[src/rtl/assert_macros.svh]
// assertion macros for the rtl files, included by the top-level rtl file
`ifndef ASSERT_MACROS_SVH
`define ASSERT_MACROS_SVH

`ifndef SYNTHESIS
`define ASSERT_ON(lbl, clk, rst_n, prop) \
	lbl: assert property (@(posedge clk) disable iff (!rst_n) prop) \
		else $error("assertion failed");
`define ASSERT_NEVER(lbl, clk, rst_n, cond) `ASSERT_ON(lbl, clk, rst_n, !(cond))
`else
`define ASSERT_ON(lbl, clk, rst_n, prop)
`define ASSERT_NEVER(lbl, clk, rst_n, cond)
`endif

`endif

[src/rtl/hbk_pkg.sv]
`timescale 1ns / 1ps

package hbk_pkg;

	localparam int KEY_SLOTS   = 6;
	localparam int SLOT_FIELDS = 6;
	localparam int EVENTS      = 2 * KEY_SLOTS;

	typedef logic [7:0] key_t;
	typedef logic [EVENTS-1:0] evt_mask_t;

	// press candidates in the low half, release candidates in the high half
	typedef struct packed {
		evt_mask_t              mask;
		key_t [EVENTS-1:0]      keys;
		logic [7:0]             mods;
	} hbk_diff_t;

endpackage

[src/rtl/hbk_diff.sv]
`timescale 1ns / 1ps

module hbk_diff (
	input  logic                                    clk,
	input  logic                                    arst_n,
	input  logic                                    req_valid,
	output logic                                    req_ready,
	input  logic                                    transfer_ok,
	input  logic [7:0]                              modifiers,
	input  hbk_pkg::key_t [hbk_pkg::KEY_SLOTS-1:0]  slots,
	output logic                                    diff_valid,
	output hbk_pkg::hbk_diff_t                      diff,
	input  logic                                    diff_take
);
	import hbk_pkg::*;

	logic                        valid_s1;
	logic [7:0]                  mods_s1;
	key_t [KEY_SLOTS-1:0]        keys_s1;
	key_t [KEY_SLOTS-1:0]        prev_q;

	function automatic logic holds(input key_t [KEY_SLOTS-1:0] s, input key_t k);
		logic hit;
		hit = 1'b0;
		for (int j = 0; j < KEY_SLOTS; j++) begin
			if (s[j] == k)
				hit = 1'b1;
		end
		return hit;
	endfunction

	assign req_ready  = !valid_s1 || diff_take;
	assign diff_valid = valid_s1;

	// failed transfers are taken and dropped here
	always_ff @(posedge clk or negedge arst_n) begin
		if (!arst_n) begin
			valid_s1 <= 1'b0;
			prev_q   <= '0;
		end else begin
			if (req_ready)
				valid_s1 <= req_valid && transfer_ok;
			if (diff_take)
				prev_q <= keys_s1;
		end
	end

	always_ff @(posedge clk) begin
		if (req_valid && req_ready) begin
			keys_s1 <= slots;
			mods_s1 <= modifiers;
		end
	end

	always_comb begin
		diff.mods = mods_s1;
		for (int i = 0; i < KEY_SLOTS; i++) begin
			diff.keys[i]             = keys_s1[i];
			diff.keys[KEY_SLOTS + i] = prev_q[i];
			diff.mask[i]             = (keys_s1[i] != '0) && !holds(prev_q, keys_s1[i]);
			diff.mask[KEY_SLOTS + i] = (prev_q[i] != '0) && !holds(keys_s1, prev_q[i]);
		end
	end

endmodule

[src/rtl/hbk_emit.sv]
`timescale 1ns / 1ps

module hbk_emit (
	input  logic                clk,
	input  logic                arst_n,
	input  logic                diff_valid,
	input  hbk_pkg::hbk_diff_t  diff,
	output logic                load_ok,
	output logic                evt_valid,
	input  logic                evt_ready,
	output logic [7:0]          key_usage,
	output logic                released,
	output logic [7:0]          event_modifiers,
	output logic                last_event
);
	import hbk_pkg::*;

	evt_mask_t          mask_q;
	key_t [EVENTS-1:0]  keys_q;
	logic [7:0]         mods_q;
	logic               valid_q;
	key_t               key_q;
	logic               rel_q;
	logic [7:0]         emods_q;
	logic               last_q;

	evt_mask_t          pick;
	evt_mask_t          rest;
	key_t               sel_key;
	logic               out_free;
	logic               pop;
	logic               load;

	// lowest pending event goes first: presses, then releases, in slot order
	assign pick     = mask_q & (~mask_q + 1'b1);
	assign rest     = mask_q & ~pick;
	assign out_free = !valid_q || evt_ready;
	assign pop      = out_free && (mask_q != '0);
	assign load_ok  = (mask_q == '0) || (pop && (rest == '0));
	assign load     = diff_valid && load_ok;

	always_comb begin
		sel_key = '0;
		for (int i = 0; i < EVENTS; i++) begin
			if (pick[i])
				sel_key = sel_key | keys_q[i];
		end
	end

	always_ff @(posedge clk or negedge arst_n) begin
		if (!arst_n) begin
			mask_q  <= '0;
			valid_q <= 1'b0;
		end else begin
			if (load)
				mask_q <= diff.mask;
			else if (pop)
				mask_q <= rest;
			if (out_free)
				valid_q <= pop;
		end
	end

	always_ff @(posedge clk) begin
		if (load) begin
			keys_q <= diff.keys;
			mods_q <= diff.mods;
		end
		if (pop) begin
			key_q   <= sel_key;
			rel_q   <= |pick[EVENTS-1:KEY_SLOTS];
			emods_q <= mods_q;
			last_q  <= (rest == '0);
		end
	end

	assign evt_valid       = valid_q;
	assign key_usage       = key_q;
	assign released        = rel_q;
	assign event_modifiers = emods_q;
	assign last_event      = last_q;

endmodule

[src/rtl/hid_boot_keyboard_key_diff_unit.sv]
`timescale 1ns / 1ps
`include "assert_macros.svh"

// Boot-keyboard report differencer. Each request is one report; good reports
// produce press events for new keys, then release events for keys that
// disappeared, one event per cycle while evt_ready holds, with last_event on
// the final one. Failed reports are accepted and dropped. A report is
// registered, compared against the stored slots in the next cycle, loaded
// into the event buffer and then moved to the output register as events.
// The event buffer drains one event a cycle while evt_ready is high, which
// sets the sustained rate; a report yields at most 12 events.
// The next report is already taken and compared while the buffer drains.

module hid_boot_keyboard_key_diff_unit (
	input  logic        clk,
	input  logic        arst_n,
	input  logic        req_valid,
	output logic        req_ready,
	input  logic        transfer_ok,
	input  logic [7:0]  modifiers,
	input  logic [7:0]  key_slot_0,
	input  logic [7:0]  key_slot_1,
	input  logic [7:0]  key_slot_2,
	input  logic [7:0]  key_slot_3,
	input  logic [7:0]  key_slot_4,
	input  logic [7:0]  key_slot_5,
	output logic        evt_valid,
	input  logic        evt_ready,
	output logic [7:0]  key_usage,
	output logic        released,
	output logic [7:0]  event_modifiers,
	output logic        last_event
);
	import hbk_pkg::*;

	key_t [SLOT_FIELDS-1:0] report_keys;
	key_t [KEY_SLOTS-1:0]   slots;
	logic                   diff_valid;
	hbk_diff_t              diff;
	logic                   load_ok;
	logic                   diff_take;

	assign report_keys = {key_slot_5, key_slot_4, key_slot_3,
		key_slot_2, key_slot_1, key_slot_0};

	// slots past the report read as empty
	for (genvar g = 0; g < KEY_SLOTS; g++) begin : g_slot
		if (g < SLOT_FIELDS) begin : g_used
			assign slots[g] = report_keys[g];
		end else begin : g_empty
			assign slots[g] = '0;
		end
	end

	assign diff_take = diff_valid && load_ok;

	hbk_diff u_diff (
		.clk         (clk),
		.arst_n      (arst_n),
		.req_valid   (req_valid),
		.req_ready   (req_ready),
		.transfer_ok (transfer_ok),
		.modifiers   (modifiers),
		.slots       (slots),
		.diff_valid  (diff_valid),
		.diff        (diff),
		.diff_take   (diff_take)
	);

	hbk_emit u_emit (
		.clk             (clk),
		.arst_n          (arst_n),
		.diff_valid      (diff_valid),
		.diff            (diff),
		.load_ok         (load_ok),
		.evt_valid       (evt_valid),
		.evt_ready       (evt_ready),
		.key_usage       (key_usage),
		.released        (released),
		.event_modifiers (event_modifiers),
		.last_event      (last_event)
	);

	`ASSERT_NEVER(a_key_nonzero, clk, arst_n, evt_valid && (key_usage == '0))
	`ASSERT_ON(a_fail_dropped, clk, arst_n, (req_valid && req_ready && !transfer_ok) |=> !diff_valid)
	`ASSERT_ON(a_burst_cont, clk, arst_n, (evt_valid && evt_ready && !last_event) |=> evt_valid)

endmodule

[config.mk]
export PLATFORM = sky130hd
export DESIGN_NAME = hid_boot_keyboard_key_diff_unit
export DESIGN_NICKNAME = d
export VERILOG_FILES = /design/src/rtl/hbk_pkg.sv /design/src/rtl/hbk_diff.sv /design/src/rtl/hbk_emit.sv /design/src/rtl/hid_boot_keyboard_key_diff_unit.sv
export VERILOG_INCLUDE_DIRS = /design/src /design/src/rtl
export SDC_FILE = /design/constraint.sdc
export NUM_CORES = 1
export LEC_CHECK = 0
export BUFFER_PORTS_ARGS = -buffer_cell sky130_fd_sc_hd__clkbuf_2
export CAP_MARGIN = 10
export CORE_UTILIZATION = 60
export DETAILED_ROUTE_END_ITERATION = 16
export PLACE_DENSITY_LB_ADDON = 0.12
export SLEW_MARGIN = 0
export SYNTH_ARGS = -nofsm -noshare
export SYNTH_HDL_FRONTEND = slang
export SYNTH_SLANG_ARGS = --single-unit
[constraint.sdc]
create_clock -name clk -period 10.4 [get_ports clk]
set_input_delay 2.08 -clock clk [delete_from_list [all_inputs] [get_ports clk]]
set_output_delay 2.08 -clock clk [all_outputs]
set_load 0.01 [all_outputs]
* Word-level counts from Yosys, hierarchy flattened *
Index checks and enable logic that the tools add are counted.

word-level totals
  memories = 0
  ROM bits = 0
  register bits = 240
  latch bits = 0
  bits in writable memories = 0

operators by class
  equal/unequal tests = 72
  divide/modulo/power cells = 0
  add/subtract/negate cells = 1
  reduce and logical (&&, ||, !) cells = 51
  bitwise logic cells = 15
  shifts and indexed selects = 0
  multipliers = 0
  muxes and demuxes = 86
  order comparisons = 0

operators with widths
  cell                                            count
  equality test 8 bit                             72
  2-to-1 mux 8 bit                                12
  nonzero test 8 bit                              12
  OR 8 bit                                        11
  2-to-1 mux 1 bit                                72
  AND 12 bit                                      2
  zero test 12 bit                                2
  2-to-1 mux 12 bit                               2
  inverter 12 bit                                 2
  logical AND 1 bit                               17
  zero test 1 bit                                 14
  adder 12 x 1 -> 12 bit (second input constant)  1
  nonzero test 12 bit                             1
  OR reduction 6 bit                              1
  logical OR 1 bit                                3
  nonzero test 2 bit                              1

* Longest topological paths before layout *
Gate-level depths: netlist of run 1.

  word-level depth = 26
  mapped depth = 9
  depth with buffers taken out = 6

* Hierarchy *
A second synthesis of run 1 with hierarchy kept.

second synthesis, totals
  cell total of the unflattened synthesis = 1083
  area, all modules = 12992.5 sq um

by module, submodules not included
  module                           cells an instance  seq. area each (sq um)  instances  area an instance (sq um)
  hbk_diff                         723                2907.8                  1          7603.5
  hbk_emit                         359                3988.8                  1          5382.7
  hid_boot_keyboard_key_diff_unit  1                  0.0                     1          6.3

* Worst setup path after synthesis of run 1 *
OpenSTA, ideal clock, no wires.

  path kind = input -> register
  start = in evt_ready
  end = reg u_diff.keys_s1, in the netlist u_diff.diff[10], enable pin
  setup slack = 3.231 ns
  stages = 4
  arrival time = 6.613 ns
  required time = 9.844 ns
  library setup time = 0.556 ns
  cells stage by stage = nor2b_1 nor3_4 nor2_1 a21boi_0

on the way
  longest elaborated chain between the ends = 7

RTL lines
  item                    line                                   text
  start: declaration      hid_boot_keyboard_key_diff_unit.sv:28  input logic evt_ready,
  logical OR 1 bit        hbk_emit.sv:37                         assign out_free = !valid_q || evt_ready;
  logical AND 1 bit       hbk_emit.sv:38                         assign pop = out_free && (mask_q != '0);
  logical AND 1 bit       hbk_emit.sv:39                         assign load_ok = (mask_q == '0) || (pop && (rest == '0));
  logical OR 1 bit        hbk_emit.sv:39
  logical AND 1 bit       hid_boot_keyboard_key_diff_unit.sv:55  assign diff_take = diff_valid && load_ok;
  logical OR 1 bit        hbk_diff.sv:32                         assign req_ready = !valid_s1 || diff_take;
  logical AND 1 bit       hbk_diff.sv:49                         if (req_valid && req_ready) begin
  end signal: assignment  hbk_diff.sv:50                         keys_s1 <= slots;
  end: declaration        hbk_diff.sv:19                         key_t [KEY_SLOTS-1:0] keys_s1;

No other way between the ends.
A chain may end at the register's enable or synchronous reset.

* Final worst setup path of run 1 *
  start = reg u_emit.mask_q[0]
  end = out req_ready

on the way
  longest elaborated chain between the ends = 10
  elaborated cells between the ends (all ways) = 13
  those cells by class = add/sub: 1; bitwise: 4; reduce/logical: 8

RTL lines
  item                      line                                   text
  start: declaration        hbk_emit.sv:18                         evt_mask_t mask_q;
  start signal: assignment  hbk_emit.sv:56                         mask_q <= diff.mask;
  start signal: assignment  hbk_emit.sv:58                         mask_q <= rest;
  inverter 12 bit           hbk_emit.sv:35                         assign pick = mask_q & (~mask_q + 1'b1);
  adder 12 x 1 -> 12 bit    hbk_emit.sv:35
  AND 12 bit                hbk_emit.sv:35
  inverter 12 bit           hbk_emit.sv:36                         assign rest = mask_q & ~pick;
  AND 12 bit                hbk_emit.sv:36
  zero test 12 bit          hbk_emit.sv:39
  logical AND 1 bit         hbk_emit.sv:39
  logical OR 1 bit *        hbk_emit.sv:39
  logical AND 1 bit *       hid_boot_keyboard_key_diff_unit.sv:55
  logical OR 1 bit *        hbk_diff.sv:32
  end: declaration          hid_boot_keyboard_key_diff_unit.sv:18  output logic req_ready,

Mark *: on every way between the ends. The rest lies on a longest branch, timed or not.

==> results of run 1 <==
[layer usage]
metal  vias to the layer above  share of wire (%)  GRT usage [%]
met3                       182                 12          9.404
met5                         -                  0              0
met2                       646                 41          49.40
met1                      4203                 40          49.43
li1                       3656                  -              -
met4                         0                6.3          18.21
[kinds of logic (layout without fill, tap and decap cells)]
family / after synthesis / after routing / share of synthesized area [%]
simple gates: 225 / 225 / 9.965
buf+inv: 121 / 131 / 3.738
xor+xnor: 288 / 288 / 20.31
mux: 49 / 49 / 4.433
compound gates: 103 / 103 / 6.015
flops: 240 / 240 / 55.54
[critical path: cells and delay by family, from the launching register on]
kind,cells,cell delay (ns)
simple gates,6,1.97
buf+inv,1,0.14
flops,1,0.70
[sequential cells by signal, indices dropped and copies added, names as in the netlist]
| signal | cells |
|---|---|
| u_emit.keys_q | 96 |
| u_emit.evt_valid | 1 |
| u_diff.diff | 96 |
| u_emit.mask_q | 12 |
| u_emit.mods_q | 8 |
| u_diff.diff_valid | 1 |
| u_emit.released | 1 |
| u_diff.mods_s1 | 8 |
| u_emit.key_usage | 8 |
| u_emit.event_modifiers | 8 |
| u_emit.last_event | 1 |
[stage by stage]
stage / util, % / setup WS (ns) / power (uW) / instance area (um2) / cells
floorplan: - / 3.231 / 2969 / 12420 / 1026
finish: 67.04 / 4.994 / 4358 / 13570 / 1306
detailed placement: 63.06 / 5.205 / 3436 / 12760 / 1261
global route: 67.04 / 4.764 / 4546 / 13570 / 1306
CTS: 67.04 / 5.063 / 4318 / 13570 / 1306
global placement: 63.06 / 5.205 / 3382 / 12760 / 1261
[worst paths after layout]
path	start	to	slack (ns)	depth (start not counted)
setup reg to reg	u_emit.mask_q[0]$_DFFE_PN0P_	u_emit.keys_q[17]$_DFFE_PP_	5.92	8
max in group asynchronous	arst_n	u_diff.diff[92]$_DFFE_PN0P_	8.07	2
hold reg to reg	u_diff.mods_s1[4]$_DFFE_PP_	u_emit.mods_q[4]$_DFFE_PP_	0.42	0
min in group asynchronous	arst_n	u_diff.diff[65]$_DFFE_PN0P_	1.75	2
setup / recovery	u_emit.mask_q[0]$_DFFE_PN0P_	req_ready	4.99	7
hold / removal	u_diff.mods_s1[4]$_DFFE_PP_	u_emit.mods_q[4]$_DFFE_PP_	0.42	0
[layout by cell type (no fill, tap or decap), types with 2 or more instances in the layout]
cell | netlist | routed
sky130_fd_sc_hd__a211oi_1 | 2 | 2
sky130_fd_sc_hd__a21oi_1 | 4 | 4
sky130_fd_sc_hd__a221oi_1 | 8 | 8
sky130_fd_sc_hd__a22oi_1 | 34 | 34
sky130_fd_sc_hd__and2_1 | 2 | 2
sky130_fd_sc_hd__and4_1 | 2 | 2
sky130_fd_sc_hd__buf_4 | 0 | 4
sky130_fd_sc_hd__bufinv_16 | 0 | 3
sky130_fd_sc_hd__clkbuf_1 | 94 | 5
sky130_fd_sc_hd__clkbuf_16 | 0 | 25
sky130_fd_sc_hd__clkbuf_2 | 0 | 80
sky130_fd_sc_hd__clkinv_1 | 0 | 5
sky130_fd_sc_hd__clkinv_2 | 0 | 2
sky130_fd_sc_hd__clkinv_4 | 0 | 3
sky130_fd_sc_hd__dfrtp_1 | 62 | 62
sky130_fd_sc_hd__edfxtp_1 | 178 | 178
sky130_fd_sc_hd__mux2_1 | 47 | 47
sky130_fd_sc_hd__nand2_1 | 70 | 70
sky130_fd_sc_hd__nand3_1 | 15 | 15
sky130_fd_sc_hd__nand4_1 | 23 | 23
sky130_fd_sc_hd__nor2_1 | 13 | 12
sky130_fd_sc_hd__nor2_2 | 1 | 2
sky130_fd_sc_hd__nor2b_1 | 3 | 3
sky130_fd_sc_hd__nor3_1 | 2 | 2
sky130_fd_sc_hd__nor3_4 | 2 | 2
sky130_fd_sc_hd__nor4_1 | 79 | 79
sky130_fd_sc_hd__nor4b_2 | 2 | 3
sky130_fd_sc_hd__o211ai_1 | 9 | 9
sky130_fd_sc_hd__o21ai_0 | 18 | 18
sky130_fd_sc_hd__o22ai_1 | 3 | 3
sky130_fd_sc_hd__o31ai_1 | 8 | 8
sky130_fd_sc_hd__o41ai_1 | 6 | 6
sky130_fd_sc_hd__or3_1 | 2 | 2
sky130_fd_sc_hd__xnor2_1 | 72 | 72
sky130_fd_sc_hd__xor2_1 | 216 | 216
[power groups by stage]
stage / registers, uW / logic (uW) / clock network [uW]
after floorplan: 1550 / 1420 / 0
after global placement: 2120 / 1260 / 0
after detailed placement: 2130 / 1300 / 0
after CTS: 2110 / 1310 / 895
after global routing: 2160 / 1450 / 931
final: 2160 / 1310 / 885
[layout make-up]
class	count	area, um2
Clock buffer	30	644.4
Clock inverter	15	161.4
Fill cell	1504	6669
Multi-Input combinational cell	665	5085
Inverter	2	10.01
Sequential cell	240	6897
Timing Repair Buffer	84	430.4
Tap cell	270	337.8
==> impl_table.tex, run 1 <==
\begin{tabular}{lr}
\hline
Metric & Value \\
\hline
\multicolumn{2}{l}{\textbf{Clocking}} \\
\quad Count of hold-fix buffers inserted at cts & 0 \\
\quad Total number of H-tree levels & 1 \\
\quad Number of buffers inserted during clock tree synthesis & 25 \\
\quad Post-CTS setup buffer count & 0 \\
\quad Sinks on Clock Net & 240 \\
\quad Latest clock arrival within the worst-skew pair & 0.54 ns \\
\quad Clock root cell & sky130\_fd\_sc\_hd\_\_clkbuf\_16 \\
\quad Clock tree from TritonCTS & done \\
\quad Cts repair resizes & 0 \\
\quad Maximum buffer depth of the clock tree & 3 \\
\quad Clk pin slew, worst setup/hold paths & around 0.06 ns \\
\multicolumn{2}{l}{\textbf{Drt}} \\
\quad Number of remaining DRC errors & 0 \\
\quad Vias after detailed routing & around 8700 \\
\quad WL/cell & between 20 and 30 um \\
\quad Antenna-violating nets left & 0 \\
\quad Detailed-route vias per instance & 6.652 \\
\quad Detailed Routing Iterations Pass 1 & 5 \\
\quad Total routed wirelength & 36.51 mm \\
\quad Initial DRC count & 1402 \\
\multicolumn{2}{l}{\textbf{Power}} \\
\quad Gate power share & a little under a third \\
\quad Cell Int Power & 2566 uW \\
\quad Portion of total power attributed to sequential cells & 49.6\% \\
\quad Leak & 0.004990 uW \\
\quad Ratio of total power to cell area & 321.3 mW/mm2 \\
\quad Portion of total power attributed to the clock network & 20.3\% \\
\quad Switching part of the total & 41.11\% \\
\quad Total net switching power & 1792 uW \\
\quad IR Drop Worst-Case VDD & $\sim$0.21 mV \\
\multicolumn{2}{l}{\textbf{Yosys}} \\
\quad Area fraction of the dominant cell type after synthesis & 43.04\% \\
\quad Average footprint of a synthesized cell & 12.10 um2 \\
\quad Mapped Nets & 1087 \\
\quad Share of the yosys chip area belonging to registers & between 50\% and 60\% \\
\quad Unique masters post-synth & between 50 and 60 \\
\quad Most instantiated library cell after synthesis & sky130\_fd\_sc\_hd\_\_xor2\_1 \\
\quad Leading cell types by count after synthesis & 216 x sky130\_fd\_sc\_hd\_\_xor2\_1, 178 x sky130\_fd\_sc\_hd\_\_edfxtp\_1, 94 x sky130\_fd\_sc\_hd\_\_clkbuf\_1 \\
\quad Post-synth design cell area & 0.01242 mm2 \\
\quad Synth area leaders & sky130\_fd\_sc\_hd\_\_edfxtp\_1 43\%, sky130\_fd\_sc\_hd\_\_xor2\_1 15\%, sky130\_fd\_sc\_hd\_\_dfrtp\_1 12\% \\
\quad Cell accounting for the most synthesized area & sky130\_fd\_sc\_hd\_\_edfxtp\_1 \\
\quad Flops \& latches, synth & 240 \\
\quad Primary flip-flop cell chosen by synthesis mapping & sky130\_fd\_sc\_hd\_\_edfxtp\_1 \\
\quad Post-Synthesis Cells & 1026 \\
\quad Warning count from the yosys run & 0 \\
\quad Fraction of registers with async set or reset after synthesis & 25.83\% \\
\quad Number of synthesized flops with an enable pin & 178 \\
\multicolumn{2}{l}{\textbf{Layout}} \\
\quad Area growth from synthesis to layout & 9.239\% \\
\quad Ant diodes & 0 \\
\quad Ratio of cells with drive above 1 in the final layout & 12.93\% \\
\quad Number of nets in the layout & 1079 \\
\multicolumn{2}{l}{\textbf{Setup path}} \\
\quad Cells traversed along the worst timing path & or4\_1, nor4b\_2, nor3\_1, nor3\_4, nor2\_1, nand2\_1, clkbuf\_2 \\
\quad Critical path class & reg2out \\
\quad Kind of capture point of the worst setup path & primary output \\
\quad Slowest stage cell, crit path & sky130\_fd\_sc\_hd\_\_or4\_1 \\
\quad Startpoint type of the worst setup path & flip-flop \\
\quad Worst-path fanout max & 25 \\
\quad Data required, critical path & $\sim$8.3 ns \\
\quad Maximum cell stage delay along the critical path & 0.80 ns \\
\quad Arrival time of the worst setup path & 3.33 ns \\
\multicolumn{2}{l}{\textbf{GRT}} \\
\quad Via count of the first global-routing pass & 8308 \\
\quad Antenna violations before repair & 0 \\
\quad Maximum number of pins on one net before global-route repair & 63 \\
\quad Global-route total usage across every layer & 34.93\% \\
\quad Wire length of the first global-routing pass & 53.84 mm \\
\quad Total congestion overflow & 0 \\
\multicolumn{2}{l}{\textbf{Timing}} \\
\quad Hold Fails Final Rpt & 0 \\
\quad Total negative setup slack & 0 ns \\
\quad Normalized max-slew margin & 27.11\% \\
\quad Worst slack on hold paths & $\sim$0.42 ns \\
\quad Unrepaired setup endpoints after global routing & false \\
\quad Clock period minus worst slack & between 5 and 6 ns \\
\quad Final max-slew violation count & 0 \\
\quad Slew at the pin with the worst max-slew slack & 1.091 ns \\
\quad Post-Route Skew & around 0.03 ns \\
\quad Final-report setup violation count & 0 \\
\quad Final worst path period share & about half \\
\quad Max Freq & 0.1850 GHz \\
\multicolumn{2}{l}{\textbf{Floorplanning}} \\
\quad Die Y & $\sim$150 um \\
\quad Number of ports placed on the die boundary & 81 \\
\quad Number of rows in the core area & 52 \\
\quad Die Area & 0.02128 mm2 \\
\quad Area inside the core boundary & 0.02023 mm2 \\
\quad Initial core utilization & 61.37\% \\
\quad Die outline width & 145.9 um \\
\multicolumn{2}{l}{\textbf{Placement}} \\
\quad I/O Buffers & 80 \\
\quad Placer's final routability congestion estimate & a little under 1 \\
\quad Post-DP HPWL & 23.55 mm \\
\multicolumn{2}{l}{\textbf{Run}} \\
\quad Max-cap violations & 0 \\
\multicolumn{2}{l}{\textbf{Run status}} \\
\quad Status & completed \\
\multicolumn{2}{l}{\textbf{Min path}} \\
\quad Path type of the worst min-delay path & reg2reg \\
\hline
\end{tabular}
(Power assumes the default switching activity.)
==> run 2, diff against run 1 <==
CORE_UTILIZATION = 55   (was 60)
clock period = 4.6 ns   (was 10.4 ns; I/O delays follow)
==> run 2 against run 1 <==
  * The flow now finishes with violations (design-rule violations)
  * Via count decreased by 3.2%
  * Register-to-register slack lost 4.8 ns
  * Global-route usage down 3.1 points
  * Total power grew 130%
  * Clock skew fell by 0.021 ns
  * Sequential share of layout area fell by 0.15 points
  * Critical path depth fell by 1
  * Non-clock buffer count increased by 3
  * Routed wire length fell by 0.68%
  * Largest cell class unchanged
==> impl_table.tex, run 2 (synthesis results as in run 1) <==
\begin{tabular}{lr}
\hline
Metric & Value \\
\hline
\multicolumn{2}{l}{\textbf{Setup path}} \\
\quad Worst reg2reg path depth & 6 (was 8) \\
\quad Worst-path fanout max & 17 (was 25) \\
\quad Startpoint type of the worst setup path & flip-flop (unchanged) \\
\quad Kind of capture point of the worst setup path & primary output (unchanged) \\
\quad Arrival time of the worst setup path & 3.13 ns (was 3.33 ns) \\
\quad Start point of the critical path & u\_emit.mask\_q[1]\$\_DFFE\_PN0P\_ (was u\_emit.mask\_q[0]\$\_DFFE\_PN0P\_) \\
\quad Critical path class & reg2out (unchanged) \\
\quad Data required, critical path & 3.68 ns (was 8.32 ns) \\
\quad Worst reg-to-reg setup slack & 1.09 ns (was 5.92 ns) \\
\quad Worst flop-to-flop path startpoint & u\_emit.mask\_q[1]\$\_DFFE\_PN0P\_ (was u\_emit.mask\_q[0]\$\_DFFE\_PN0P\_) \\
\multicolumn{2}{l}{\textbf{Drt}} \\
\quad Detailed Routing Iterations Pass 1 & 11 (was 5) \\
\quad Initial DRC count & 973 (was 1402) \\
\quad Detailed-route vias per instance & 6.373 (was 6.652) \\
\quad Total routed wirelength & 36.26 mm (was 36.51 mm) \\
\quad Antenna-violating nets left & 0 (unchanged) \\
\quad Vias after detailed routing & 8413 (was 8687) \\
\quad WL/cell & 27.47 um (was 27.95 um) \\
\quad Number of remaining DRC errors & 7 (was 0) \\
\multicolumn{2}{l}{\textbf{Timing}} \\
\quad Total negative setup slack & 0 ns (unchanged) \\
\quad Final-report setup violation count & 0 (unchanged) \\
\quad Hold Fails Final Rpt & 0 (unchanged) \\
\quad Clock period minus worst slack & slightly above 4 ns \\
\quad Slew at the pin with the worst max-slew slack & 1.026 ns (was 1.091 ns) \\
\quad Post-Route Skew & 0.009532 ns (was 0.03005 ns) \\
\quad Unrepaired setup endpoints after global routing & false (unchanged) \\
\quad Max Freq & $\sim$0.25 GHz \\
\quad Normalized max-slew margin & 31.51\% (was 27.11\%) \\
\quad Final max-slew violation count & 0 (unchanged) \\
\quad Final worst path period share & between 80\% and 90\% \\
\multicolumn{2}{l}{\textbf{GRT}} \\
\quad Global-route total usage across every layer & 31.78\% (was 34.93\%) \\
\quad Total congestion overflow & 0 (unchanged) \\
\quad Met2 routing resource usage after global routing & 46.28\% (was 49.40\%) \\
\quad Via count of the first global-routing pass & 8082 (was 8308) \\
\quad GRT busiest layer & met2 (was met1) \\
\quad Maximum number of pins on one net before global-route repair & 57 (was 63) \\
\quad Met3 Track Usage GR & 7.167\% (was 9.404\%) \\
\quad Wire length of the first global-routing pass & 53.48 mm (was 53.84 mm) \\
\quad Antenna violations before repair & 0 (unchanged) \\
\quad Met1 Resource Use GR & 46.04\% (was 49.43\%) \\
\multicolumn{2}{l}{\textbf{Clocking}} \\
\quad Latest clock arrival within the worst-skew pair & 0.54 ns (about the same) \\
\quad Maximum buffer depth of the clock tree & 3 (unchanged) \\
\quad Clk pin slew, worst setup/hold paths & 0.06 ns (about the same) \\
\quad Sinks on Clock Net & 240 (unchanged) \\
\quad Clock tree from TritonCTS & done (unchanged) \\
\quad Clock root cell & sky130\_fd\_sc\_hd\_\_clkbuf\_16 (unchanged) \\
\quad Number of buffers inserted during clock tree synthesis & 25 (unchanged) \\
\quad Total number of H-tree levels & 1 (unchanged) \\
\quad Count of hold-fix buffers inserted at cts & 0 (unchanged) \\
\quad Post-CTS setup buffer count & 0 (unchanged) \\
\quad Cts repair resizes & 0 (unchanged) \\
\multicolumn{2}{l}{\textbf{Min path}} \\
\quad Hold path depth & 0 (unchanged) \\
\quad Hold Startpoint & u\_diff.mods\_s1[5]\$\_DFFE\_PP\_ (was u\_diff.mods\_s1[4]\$\_DFFE\_PP\_) \\
\quad Path type of the worst min-delay path & reg2reg (unchanged) \\
\multicolumn{2}{l}{\textbf{Run status}} \\
\quad Status & complete, but fails checks (was completed) \\
\quad Violated checks & design-rule violations \\
\multicolumn{2}{l}{\textbf{Power}} \\
\quad Ratio of total power to cell area & 722.9 mW/mm2 (was 321.3 mW/mm2) \\
\quad IR Drop Worst-Case VDD & 0.3964 mV (was 0.2112 mV) \\
\quad Leak & 0.005003 uW (was 0.004990 uW) \\
\multicolumn{2}{l}{\textbf{Placement}} \\
\quad I/O Buffers & 80 (unchanged) \\
\quad Placer's final routability congestion estimate & 0.9870 (was 0.9601) \\
\quad Post-DP HPWL & 24.27 mm (was 23.55 mm) \\
\multicolumn{2}{l}{\textbf{Layout}} \\
\quad Ratio of cells with drive above 1 in the final layout & 13.17\% (was 12.93\%) \\
\quad Number of nets in the layout & 1082 (was 1079) \\
\quad Ant diodes & 0 (unchanged) \\
\quad Utilization after layout & 61.97\% (was 67.04\%) \\
\quad Fill count & 1688 (was 1504) \\
\quad Most frequent standard cell in the layout excluding fill and tap cells & sky130\_fd\_sc\_hd\_\_xor2\_1 (unchanged) \\
\quad Area growth from synthesis to layout & 9.572\% (was 9.239\%) \\
\quad Top library cells by usage in the layout, fill and taps aside & 216 x sky130\_fd\_sc\_hd\_\_xor2\_1, 178 x sky130\_fd\_sc\_hd\_\_edfxtp\_1, 79 x sky130\_fd\_sc\_hd\_\_nor4\_1, 79 x sky130\_fd\_sc\_hd\_\_clkbuf\_2, 72 x sky130\_fd\_sc\_hd\_\_xnor2\_1 (was 216 x sky130\_fd\_sc\_hd\_\_xor2\_1, 178 x sky130\_fd\_sc\_hd\_\_edfxtp\_1, 80 x sky130\_fd\_sc\_hd\_\_clkbuf\_2) \\
\multicolumn{2}{l}{\textbf{Floorplanning}} \\
\quad Die Area & 0.02318 mm2 (was 0.02128 mm2) \\
\quad Number of ports placed on the die boundary & 81 (unchanged) \\
\quad Die Y & 152.3 um (was 145.9 um) \\
\quad Area inside the core boundary & 0.02196 mm2 (was 0.02023 mm2) \\
\quad Die outline width & 152.3 um (was 145.9 um) \\
\quad Number of rows in the core area & 54 (was 52) \\
\quad Initial core utilization & 56.55\% (was 61.37\%) \\
\multicolumn{2}{l}{\textbf{Run}} \\
\quad Max-cap violations & 0 (unchanged) \\
\hline
\end{tabular}
==> run 2: cell types whose count changed in the layout (fill, tap and decap cells not counted), moves of 2 or more <==
cell                       delta
sky130_fd_sc_hd__clkbuf_1     +5
sky130_fd_sc_hd__clkinv_1     -4
sky130_fd_sc_hd__clkinv_4     -3
sky130_fd_sc_hd__buf_4        +2
==> run 2: path summary, 6_finish.rpt <==
check,to
max in group asynchronous,u_diff.diff[92]$_DFFE_PN0P_
worst min register to register,u_emit.mods_q[5]$_DFFE_PP_
worst min-delay path,u_emit.mods_q[5]$_DFFE_PP_
worst max register to register,u_diff.diff[17]$_DFFE_PP_
min in group asynchronous,u_emit.mask_q[10]$_DFFE_PN0P_
worst max-delay path,req_ready
==> run 2: layout make-up <==
type / count / area [um2] / share of cell area (%)
tap: 280 / 350.3 / 2.575
clock buffer: 36 / 676.9 / 4.975
multi-input combinational: 665 / 5085 / 37.37
timing repair buffer: 87 / 465.4 / 3.421
sequential: 240 / 6897 / 50.69
inverter: 2 / 10.01 / 0.07356
clock inverter: 10 / 122.6 / 0.9012
==> run 2: critical path, stage by stage (launching register included) <==
cell and delay [ns]:
sky130_fd_sc_hd__dfrtp_1 0.57, sky130_fd_sc_hd__or4_1 0.73, sky130_fd_sc_hd__or2_4 0.34, sky130_fd_sc_hd__nor3_4 0.49, sky130_fd_sc_hd__nor2_1 0.22, sky130_fd_sc_hd__nand2_1 0.11, sky130_fd_sc_hd__clkbuf_2 0.14
==> run 2: per-layer routing <==
layer / wire [um] / up-vias
met5: 0 / -
met3: 4351 / 122
met2: 15280 / 570
met4: 1593 / 0
met1: 15030 / 4052
li1: - / 3669
==> run 2: power by group <==
part	switching [uW]	leakage, uW	internal, uW	total [uW]
Sequential	1650	0.00239	3200	4850
Combinational	1560	0.00223	1450	3020
Clock	820	0.000383	1150	1970
Total	4040	0.00500	5800	9840
==> run 2: metrics by stage <==
stage / worst slack [ns] / total power (uW) / std cells / cell area [um2] / hold WS [ns]
after global placement: 1.175 / 7724 / 1274 / 12810 / 0.4024
after global routing: 0.3889 / 10300 / 1320 / 13610 / 0.4222
final: 0.5536 / 9836 / 1320 / 13610 / 0.4173
after detailed placement: 1.092 / 7813 / 1274 / 12810 / 0.4057
after CTS: 0.5432 / 9774 / 1320 / 13610 / 0.4195
after floorplan: 0.01320 / 6696 / 1026 / 12420 / 0.4003
